==> src/rtl/core/fcsg_pkg.sv <==
// ----------------------------------------------------------------------------
// fcsg_pkg
// Shared types and constants for the filled circle span generator.
// ----------------------------------------------------------------------------
package fcsg_pkg;

  // Default largest brush radius.
  localparam int MAX_RADIUS_DEF = 31;

  // Largest usable frame size, then capped by the 10-bit coordinate range.
  localparam int MAX_FRAME   = 1024;
  localparam int COORD_LIMIT = 1024;
  localparam int FRAME_LIMIT = (MAX_FRAME < COORD_LIMIT) ? MAX_FRAME : COORD_LIMIT;

  // Field widths.
  localparam int COORD_W = 10;
  localparam int SIZE_W  = 11;
  localparam int RAD_W   = 5;
  localparam int MAT_W   = 2;
  localparam int ROW_W   = 12;  // signed row: centre row plus signed offset

  // Stream data widths.
  localparam int IN_DATA_W  = 24;
  localparam int OUT_DATA_W = 32;

  // Configuration register indexes.
  localparam int CFG_IDX_W = 2;
  localparam logic [CFG_IDX_W-1:0] CFG_RADIUS       = 2'd0;
  localparam logic [CFG_IDX_W-1:0] CFG_FRAME_WIDTH  = 2'd1;
  localparam logic [CFG_IDX_W-1:0] CFG_FRAME_HEIGHT = 2'd2;

  // Register reset values.
  localparam logic [RAD_W-1:0]  RADIUS_RST = 5'd10;
  localparam logic [SIZE_W-1:0] FRAME_RST  = 11'd1024;

  typedef enum logic [1:0] {
    ST_IDLE,
    ST_ROW,
    ST_SQRT,
    ST_EMIT
  } fcsg_state_t;

endpackage

==> src/rtl/core/filled_circle_span_generator.sv <==
// ----------------------------------------------------------------------------
// filled_circle_span_generator
// Turns a brush centre into one clipped horizontal span per frame row that
// the filled circle touches, using a shared bit-serial integer square root.
// ----------------------------------------------------------------------------
//
//  channel | direction | handshake          | payload
//  --------+-----------+--------------------+----------------------------------
//  in_     | slave     | in_tvalid/tready   | tdata: center_x, center_y, mat
//  out_    | master    | out_tvalid/tready  | tdata: row, x_first, x_last, mat;
//          |           |                    | tlast: final span of the request
//  cfg_    | slave     | cfg_valid/ready    | cfg_index, cfg_data (always ready)
//
//  One request at a time: in_tready is high only while the sequencer idles.
//  Each in-frame row goes through a setup step, RW square root steps (one
//  result bit per cycle in the shared root unit, RW = 5 at the default
//  MAX_RADIUS) and an emit step; a row outside the frame takes only the
//  setup step.
//  A centre outside the frame returns to idle at once with no spans.
//  The emit step waits while the output register holds an untaken span.
//  rst_n is synchronous; it clears control state and restores the registers.
//
module filled_circle_span_generator
  import fcsg_pkg::*;
#(
  parameter int MAX_RADIUS = MAX_RADIUS_DEF
) (
  input  logic                  clk,
  input  logic                  rst_n,
  // input requests
  input  logic                  in_tvalid,
  output logic                  in_tready,
  input  logic [IN_DATA_W-1:0]  in_tdata,   // [9:0] center_x, [19:10] center_y,
                                            // [21:20] paint_material, [23:22] 0
  // spans
  output logic                  out_tvalid,
  input  logic                  out_tready,
  output logic [OUT_DATA_W-1:0] out_tdata,  // [9:0] span_row, [19:10] x_first,
                                            // [29:20] x_last, [31:30] material
  output logic                  out_tlast,  // last_span
  // configuration writes
  input  logic                  cfg_valid,
  output logic                  cfg_ready,
  input  logic [CFG_IDX_W-1:0]  cfg_index,
  input  logic [SIZE_W-1:0]     cfg_data
);

  // Radius width, signed offset width, root operand width.
  localparam int RW    = $clog2(MAX_RADIUS + 1);
  localparam int DYW   = RW + 1;
  localparam int VW    = 2 * RW;
  localparam logic [VW:0] BIT_START = (VW+1)'(1) << (2 * (RW - 1));

  // Configuration registers
  logic [RAD_W-1:0]  radius_r;
  logic [SIZE_W-1:0] fw_r, fh_r;

  // Request and sequencer state
  fcsg_state_t        state_r, state_nxt;
  logic [COORD_W-1:0] cx_r, cx_nxt;
  logic [COORD_W-1:0] cy_r, cy_nxt;
  logic [MAT_W-1:0]   mat_r, mat_nxt;
  logic signed [DYW-1:0] dy_r, dy_nxt;

  // Shared root unit
  logic [VW:0] sq_v_r, sq_v_nxt;
  logic [VW:0] sq_res_r, sq_res_nxt;
  logic [VW:0] sq_bit_r, sq_bit_nxt;

  // Output register
  logic                out_valid_r, out_valid_nxt;
  logic [COORD_W-1:0]  o_row_r, o_row_nxt;
  logic [COORD_W-1:0]  o_first_r, o_first_nxt;
  logic [COORD_W-1:0]  o_last_r, o_last_nxt;
  logic [MAT_W-1:0]    o_mat_r, o_mat_nxt;
  logic                o_tlast_r, o_tlast_nxt;

  // Derived values
  logic [SIZE_W-1:0]     eff_w, eff_h;
  logic [RW-1:0]         r_eff;
  logic signed [ROW_W-1:0] row;
  logic                  row_in;
  logic                  dy_at_end;
  logic [RW-1:0]         ady;
  logic [VW-1:0]         rsq, dysq;
  logic [VW:0]           sq_trial;
  logic [RW-1:0]         h;
  logic [SIZE_W-1:0]     right_sum;
  logic                  out_free;
  logic [COORD_W-1:0]    in_cx, in_cy;
  logic [MAT_W-1:0]      in_mat;

  assign in_cx  = in_tdata[COORD_W-1:0];
  assign in_cy  = in_tdata[2*COORD_W-1:COORD_W];
  assign in_mat = in_tdata[2*COORD_W+MAT_W-1:2*COORD_W];

  // Saturate sizes and radius.
  assign eff_w = (fw_r > SIZE_W'(FRAME_LIMIT)) ? SIZE_W'(FRAME_LIMIT) : fw_r;
  assign eff_h = (fh_r > SIZE_W'(FRAME_LIMIT)) ? SIZE_W'(FRAME_LIMIT) : fh_r;
  assign r_eff = ({1'b0, radius_r} > (RAD_W+1)'(MAX_RADIUS)) ?
                 RW'(MAX_RADIUS) : RW'(radius_r);

  // Current row and whether it lies in the frame.
  assign row = $signed({{(ROW_W-COORD_W){1'b0}}, cy_r}) +
               {{(ROW_W-DYW){dy_r[DYW-1]}}, dy_r};
  assign row_in    = !row[ROW_W-1] && (row[SIZE_W-1:0] < eff_h);
  assign dy_at_end = (dy_r == $signed({1'b0, r_eff}));

  // Root operand r*r - dy*dy (never negative, |dy| <= r).
  assign ady  = dy_r[DYW-1] ? RW'(-dy_r) : RW'(dy_r);
  assign rsq  = VW'(r_eff) * VW'(r_eff);
  assign dysq = VW'(ady) * VW'(ady);

  assign sq_trial  = sq_res_r + sq_bit_r;
  assign h         = sq_res_r[RW-1:0];
  assign right_sum = {1'b0, cx_r} + SIZE_W'(h);
  assign out_free  = !out_valid_r || out_tready;

  always_ff @(posedge clk) begin
    if (!rst_n) begin
      radius_r <= RADIUS_RST;
      fw_r     <= FRAME_RST;
      fh_r     <= FRAME_RST;
    end else if (cfg_valid) begin
      case (cfg_index)
        CFG_RADIUS:       radius_r <= cfg_data[RAD_W-1:0];
        CFG_FRAME_WIDTH:  fw_r     <= cfg_data;
        CFG_FRAME_HEIGHT: fh_r     <= cfg_data;
        default: ;  // unknown index: dropped
      endcase
    end
  end

  always_ff @(posedge clk) begin
    if (!rst_n) begin
      state_r     <= ST_IDLE;
      out_valid_r <= 1'b0;
    end else begin
      state_r     <= state_nxt;
      out_valid_r <= out_valid_nxt;
    end
  end

  always_ff @(posedge clk) begin
    cx_r      <= cx_nxt;
    cy_r      <= cy_nxt;
    mat_r     <= mat_nxt;
    dy_r      <= dy_nxt;
    sq_v_r    <= sq_v_nxt;
    sq_res_r  <= sq_res_nxt;
    sq_bit_r  <= sq_bit_nxt;
    o_row_r   <= o_row_nxt;
    o_first_r <= o_first_nxt;
    o_last_r  <= o_last_nxt;
    o_mat_r   <= o_mat_nxt;
    o_tlast_r <= o_tlast_nxt;
  end

  always_comb begin
    state_nxt     = state_r;
    cx_nxt        = cx_r;
    cy_nxt        = cy_r;
    mat_nxt       = mat_r;
    dy_nxt        = dy_r;
    sq_v_nxt      = sq_v_r;
    sq_res_nxt    = sq_res_r;
    sq_bit_nxt    = sq_bit_r;
    out_valid_nxt = out_valid_r && !out_tready;
    o_row_nxt     = o_row_r;
    o_first_nxt   = o_first_r;
    o_last_nxt    = o_last_r;
    o_mat_nxt     = o_mat_r;
    o_tlast_nxt   = o_tlast_r;
    in_tready     = 1'b0;

    case (state_r)
      ST_IDLE: begin
        in_tready = 1'b1;
        if (in_tvalid) begin
          cx_nxt  = in_cx;
          cy_nxt  = in_cy;
          mat_nxt = in_mat;
          dy_nxt  = -$signed({1'b0, r_eff});
          // centre outside the frame: nothing to draw
          if (({1'b0, in_cx} < eff_w) && ({1'b0, in_cy} < eff_h)) begin
            state_nxt = ST_ROW;
          end
        end
      end
      ST_ROW: begin
        if (row_in) begin
          sq_v_nxt   = {1'b0, rsq - dysq};
          sq_res_nxt = '0;
          sq_bit_nxt = BIT_START;
          state_nxt  = ST_SQRT;
        end else if (dy_at_end) begin
          state_nxt = ST_IDLE;
        end else begin
          dy_nxt = dy_r + DYW'(1);
        end
      end
      ST_SQRT: begin
        // one result bit per cycle
        if (sq_v_r >= sq_trial) begin
          sq_v_nxt   = sq_v_r - sq_trial;
          sq_res_nxt = (sq_res_r >> 1) + sq_bit_r;
        end else begin
          sq_res_nxt = sq_res_r >> 1;
        end
        sq_bit_nxt = sq_bit_r >> 2;
        if ((sq_bit_r >> 2) == '0) begin
          state_nxt = ST_EMIT;
        end
      end
      ST_EMIT: begin
        if (out_free) begin
          out_valid_nxt = 1'b1;
          o_row_nxt     = row[COORD_W-1:0];
          o_first_nxt   = (cx_r >= COORD_W'(h)) ? cx_r - COORD_W'(h) : '0;
          o_last_nxt    = (right_sum > eff_w - SIZE_W'(1)) ?
                          COORD_W'(eff_w - SIZE_W'(1)) : right_sum[COORD_W-1:0];
          o_mat_nxt     = mat_r;
          // last in-frame row: bottom of the circle or bottom of the frame
          o_tlast_nxt   = dy_at_end || (row[SIZE_W-1:0] == eff_h - SIZE_W'(1));
          if (o_tlast_nxt) begin
            state_nxt = ST_IDLE;
          end else begin
            dy_nxt    = dy_r + DYW'(1);
            state_nxt = ST_ROW;
          end
        end
      end
      default: state_nxt = ST_IDLE;
    endcase
  end

  assign cfg_ready  = 1'b1;
  assign out_tvalid = out_valid_r;
  assign out_tdata  = {o_mat_r, o_last_r, o_first_r, o_row_r};
  assign out_tlast  = o_tlast_r;

endmodule

==> config.mk <==
export PLATFORM = sky130hd
export DESIGN_NAME = filled_circle_span_generator
export DESIGN_NICKNAME = d
export VERILOG_FILES = /design/src/rtl/core/fcsg_pkg.sv /design/src/rtl/core/filled_circle_span_generator.sv
export SDC_FILE = /design/constraint.sdc
export NUM_CORES = 1
export LEC_CHECK = 0
export ABC_AREA = 1
export BUFFER_PORTS_ARGS = -buffer_cell sky130_fd_sc_hd__buf_2
export CAP_MARGIN = 25
export CORE_ASPECT_RATIO = 1.2
export CORE_UTILIZATION = 43
export DETAILED_ROUTE_END_ITERATION = 12
export GPL_TIMING_DRIVEN = 1
export SYNTH_ARGS = -nofsm -noshare
export SYNTH_HDL_FRONTEND = slang
export SYNTH_SLANG_ARGS = --single-unit
export TNS_END_PERCENT = 20
==> constraint.sdc <==
create_clock -name clk -period 5.3 [get_ports clk]
set_clock_uncertainty 0.1 [all_clocks]
set_input_delay 1.06 -clock clk [delete_from_list [all_inputs] [get_ports clk]]
set_output_delay 1.06 -clock clk [all_outputs]
set_load 0.02 [all_outputs]
==> results summary <==
The final non-filler cell total is about 1600. The max capacitance violation total came out at 0. The tree is rooted in a sky130_fd_sc_hd__clkbuf_16. The top cell type by total area after synthesis is sky130_fd_sc_hd__edfxtp_1. The count of hold buffers inserted by post-cts repair is 0. The number of failing setup endpoints in the final timing report is 0. Detailed placement ended at an HPWL of 17.7 mm.

The post-synthesis instance area is between 9000 and 10000 µm². 0 antenna diodes ended up in the layout. Clock latency on the worst-skew pair, taken at its later pin, is 0.42 ns. The routability-driven placement congestion ratio is 0.876.

The total wirelength of the detailed-routed design is between 20 and 25 mm. Detailed routing inserted a total of 7907 vias. The number of buffers inserted by port buffering came out at 74.

The period utilization came out at 0.982. The fmax is approximately 190 MHz. The worst setup path is launched from a flip-flop.

The share of the synthesized area in the top cell type came out at 0.279. The clock net sink count came out at 118. After detailed placement, the design holds a cell count of between 1500 and 2000. The length of the first detailed-routing pass in iterations is 6. The CTS buffer count is 17. In the synthesized netlist the async set-or-reset flop fraction comes to 0. Setup repair after global routing could not meet its margin everywhere. The hold violation count in the final report is 0. Summed over all nets, wire length on met3 after detailed routing comes to approximately 800 µm.

The H-tree depth came out at 4. For the finished layout, the period the worst path requires is 5.21 ns. The boundary pin count came out at 78. The synthesized design contains approximately 120 register bits. The critical path capture point type is a flip-flop. The initial cell density of the core came out at 0.438. The sum of routed wire segments on met1 is 9.82 mm. The highest layer touched by signal routing is met4. The vertical extent of the die is approximately 160 µm. The final number of max-transition violations is 0.

For the worst setup path, the data required time is about 5.4 ns. The global routing usage summed across all routing layers is 0.211. The TritonCTS clock tree is built. The type of the worst setup path is reg -> reg.

The number of core rows came out at just under 60. The number of cell instances on the worst register-to-register path came out at 25. The most used flip-flop cell after synthesis is sky130_fd_sc_hd__edfxtp_1.

The worst hold path stage count came out at 0. The largest driver fanout on the critical path came out at 3. The first-pass GRT wire length came out at 36.9 mm.

The total DRC errors in the routed layout is 0. Compared with the post-synthesis result, the final layout area differs by 17.0%. The routed design uses approximately 11 mm of met2 wire. The count of flip-flops with a built-in enable after synthesis came out at a little under 90. In the final layout, the share of cells above drive strength 1 is 0.147.

The sum of negative setup slack came out at 0 ns. The final net count came out at 1454. The flow ran to the end, and the final reports show no timing, DRC or antenna violations.

The actual transition at the worst max-transition pin is 1.03 ns. The maximum number of pins on one net before global-route repair is 29. The leftover overflow at the end of global routing is 0. The die boundary width came out at between 100 and 150 µm. Once detail routing completed, the nets flagged for antenna violations numbered 0.

The post-synthesis sequential area ratio is 0.342. By area the synthesized netlist is led by sky130_fd_sc_hd__edfxtp_1 28%, sky130_fd_sc_hd__ha_1 15%, sky130_fd_sc_hd__nand2_1 8.7%, sky130_fd_sc_hd__inv_1 6.8%, sky130_fd_sc_hd__dfxtp_1 6.3%. STA puts the critical path data arrival time at between 5 and 6 ns. The number of distinct library cells after synthesis came out at 56. The gate count after technology mapping came out at around 1200. The via count of the first global-routing pass came out at 7771. The detailed router finished its first iteration with about 300 violations. The number of antenna violations at the first check in global routing came out at 0. The maximum buffer depth of the clock tree is 2. The clock-pin slew reported for the worst setup and hold paths after clock tree synthesis came out at 0.06 ns. The number of synthesis warnings came out at 0.

The die area is 22600 µm². The worst hold path belongs to the class reg -> reg. After synthesis, the mean cell area works out to between 8 and 9 µm². The max-slew headroom at the worst pin is 0.309. In the final routed layout, each cell accounts on average for 14.4 µm.

The area of the core region is ~22000 µm². Using the TritonRoute via totals, the vias-per-cell ratio works out to between 5 and 6.
==> registers in the layout, indices dropped and copies added (netlist names), 2 cells and up, named ones only <==
signal and count:
o_first_r 10, mat_r 2, r_eff 5, cx_r 10, fh_r 11, dy_r 6
o_row_r 10, fw_r 11, o_mat_r 2, cy_r 10, sq_bit_r 5, sq_v_r 11
o_last_r 10, sq_res_r 11
==> stage by stage <==
| stage | setup WS, ns | hold WS (ns) | instance area (µm²) | util |
|---|---|---|---|---|
| 2_1_floorplan | 0.213 | 0.300 | 9490 | - |
| 3_3_place_gp | -0.0598 | 0.302 | 10300 | 0.478 |
| 3_5_place_dp | -0.160 | 0.317 | 10400 | 0.479 |
| 4_1_cts | 0.0114 | 0.332 | 11000 | 0.510 |
| 5_1_grt | -0.170 | 0.336 | 11100 | 0.512 |
| 6_report | 0.0933 | 0.330 | 11100 | 0.512 |
==> worst paths after layout <==
check | slack [ns] | startpoint | endpoint
worst max-delay path | 0.09 | dy_r[0] | sq_v_r[5]
worst min register to register | 0.33 | mat_r[0] | o_mat_r[0]
worst max register to register | 0.09 | dy_r[0] | sq_v_r[5]
worst min-delay path | 0.33 | mat_r[0] | o_mat_r[0]
==> synth_stat cells (3+ instances only) <==
master                        n
sky130_fd_sc_hd__inv_1      171
sky130_fd_sc_hd__nor4_1       3
sky130_fd_sc_hd__o21ai_1      3
sky130_fd_sc_hd__nand3b_1     6
sky130_fd_sc_hd__dfxtp_1     30
sky130_fd_sc_hd__nor3_1      10
sky130_fd_sc_hd__o21bai_1     3
sky130_fd_sc_hd__a21oi_1     91
sky130_fd_sc_hd__xor2_1      36
sky130_fd_sc_hd__a31oi_1      3
sky130_fd_sc_hd__nand4_1     12
sky130_fd_sc_hd__xnor2_1     11
sky130_fd_sc_hd__edfxtp_1    88
sky130_fd_sc_hd__nand2_1    219
sky130_fd_sc_hd__ha_1       117
sky130_fd_sc_hd__nor2_1     115
sky130_fd_sc_hd__clkbuf_1    15
sky130_fd_sc_hd__or2_2        4
sky130_fd_sc_hd__inv_2        4
sky130_fd_sc_hd__nand2_2      5
sky130_fd_sc_hd__o21ai_0     81
sky130_fd_sc_hd__nand3_1     57
sky130_fd_sc_hd__o22ai_1      5
sky130_fd_sc_hd__o2111ai_1    3
sky130_fd_sc_hd__fa_1        26
sky130_fd_sc_hd__o211ai_1     7
==> worst max-delay path, cell delays in order, from the launching register on <==
cell and delay, ns:
sky130_fd_sc_hd__edfxtp_1 0.36, sky130_fd_sc_hd__inv_2 0.06, sky130_fd_sc_hd__ha_4 0.16, sky130_fd_sc_hd__nand3_2 0.07, sky130_fd_sc_hd__nand2_2 0.05, sky130_fd_sc_hd__xor2_1 0.16, sky130_fd_sc_hd__inv_1 0.11, sky130_fd_sc_hd__nor2_4 0.06
sky130_fd_sc_hd__fa_1 0.47, sky130_fd_sc_hd__inv_1 0.05, sky130_fd_sc_hd__fa_1 0.56, sky130_fd_sc_hd__fa_1 0.46, sky130_fd_sc_hd__fa_1 0.53, sky130_fd_sc_hd__inv_2 0.04, sky130_fd_sc_hd__fa_1 0.51, sky130_fd_sc_hd__inv_2 0.04
sky130_fd_sc_hd__ha_4 0.21, sky130_fd_sc_hd__nand3_2 0.07, sky130_fd_sc_hd__nand3_2 0.09, sky130_fd_sc_hd__buf_4 0.14, sky130_fd_sc_hd__buf_4 0.12, sky130_fd_sc_hd__buf_4 0.12, sky130_fd_sc_hd__buf_4 0.12, sky130_fd_sc_hd__buf_4 0.12
sky130_fd_sc_hd__nor2_1 0.07, sky130_fd_sc_hd__o21ai_0 0.08
==> cell families after synthesis <==
kind of cell               count (synthesis)  synth area share
and+or+nand+nor                          439             0.196
buffers and inverters                    197            0.0802
AOI/OAI and AO/OA                        215             0.127
other                                      1          0.000396
xor gates and xnor gates                  47            0.0435
muxes                                      1           0.00106
adders and majority gates                143             0.209
DFF                                      118             0.342
==> cell usage in the layout, fill, tap and decap left out, types with 9 or more instances in the layout <==
| master | n |
|---|---|
| sky130_fd_sc_hd__a21oi_1 | 88 |
| sky130_fd_sc_hd__buf_2 | 74 |
| sky130_fd_sc_hd__buf_4 | 34 |
| sky130_fd_sc_hd__clkbuf_16 | 19 |
| sky130_fd_sc_hd__dfxtp_1 | 30 |
| sky130_fd_sc_hd__edfxtp_1 | 88 |
| sky130_fd_sc_hd__fa_1 | 26 |
| sky130_fd_sc_hd__ha_1 | 115 |
| sky130_fd_sc_hd__inv_1 | 165 |
| sky130_fd_sc_hd__inv_2 | 10 |
| sky130_fd_sc_hd__nand2_1 | 215 |
| sky130_fd_sc_hd__nand2_2 | 9 |
| sky130_fd_sc_hd__nand3_1 | 54 |
| sky130_fd_sc_hd__nand4_1 | 12 |
| sky130_fd_sc_hd__nor2_1 | 113 |
| sky130_fd_sc_hd__nor3_1 | 9 |
| sky130_fd_sc_hd__o21ai_0 | 76 |
| sky130_fd_sc_hd__xnor2_1 | 11 |
| sky130_fd_sc_hd__xor2_1 | 35 |
==> timing repair <==
item / 4_1_cts / 5_1_grt
endpoints found under the setup margin: 3 / 4
buffers inserted: 6 / 0
pin swaps: 10 / 16
gates resized for setup: 11 / 17
==> area by class of cell <==
type	instances	area [µm²]
timing repair buffer	109	653
tap	274	343
fill	2104	10600
multi-input combinational	847	5590
clock buffer	20	480
clock inverter	12	109
sequential	118	3240
inverter	176	661
==> per-layer routing <==
metal,GRT usage,vias to the layer above
li1,-,4110
met1,0.253,3623
met2,0.380,145
met3,0.0338,29
met4,0.0654,0
met5,0,-
Power is not shown: default switching activity piles up to over one toggle a cycle in this logic, so the estimate is an artifact.
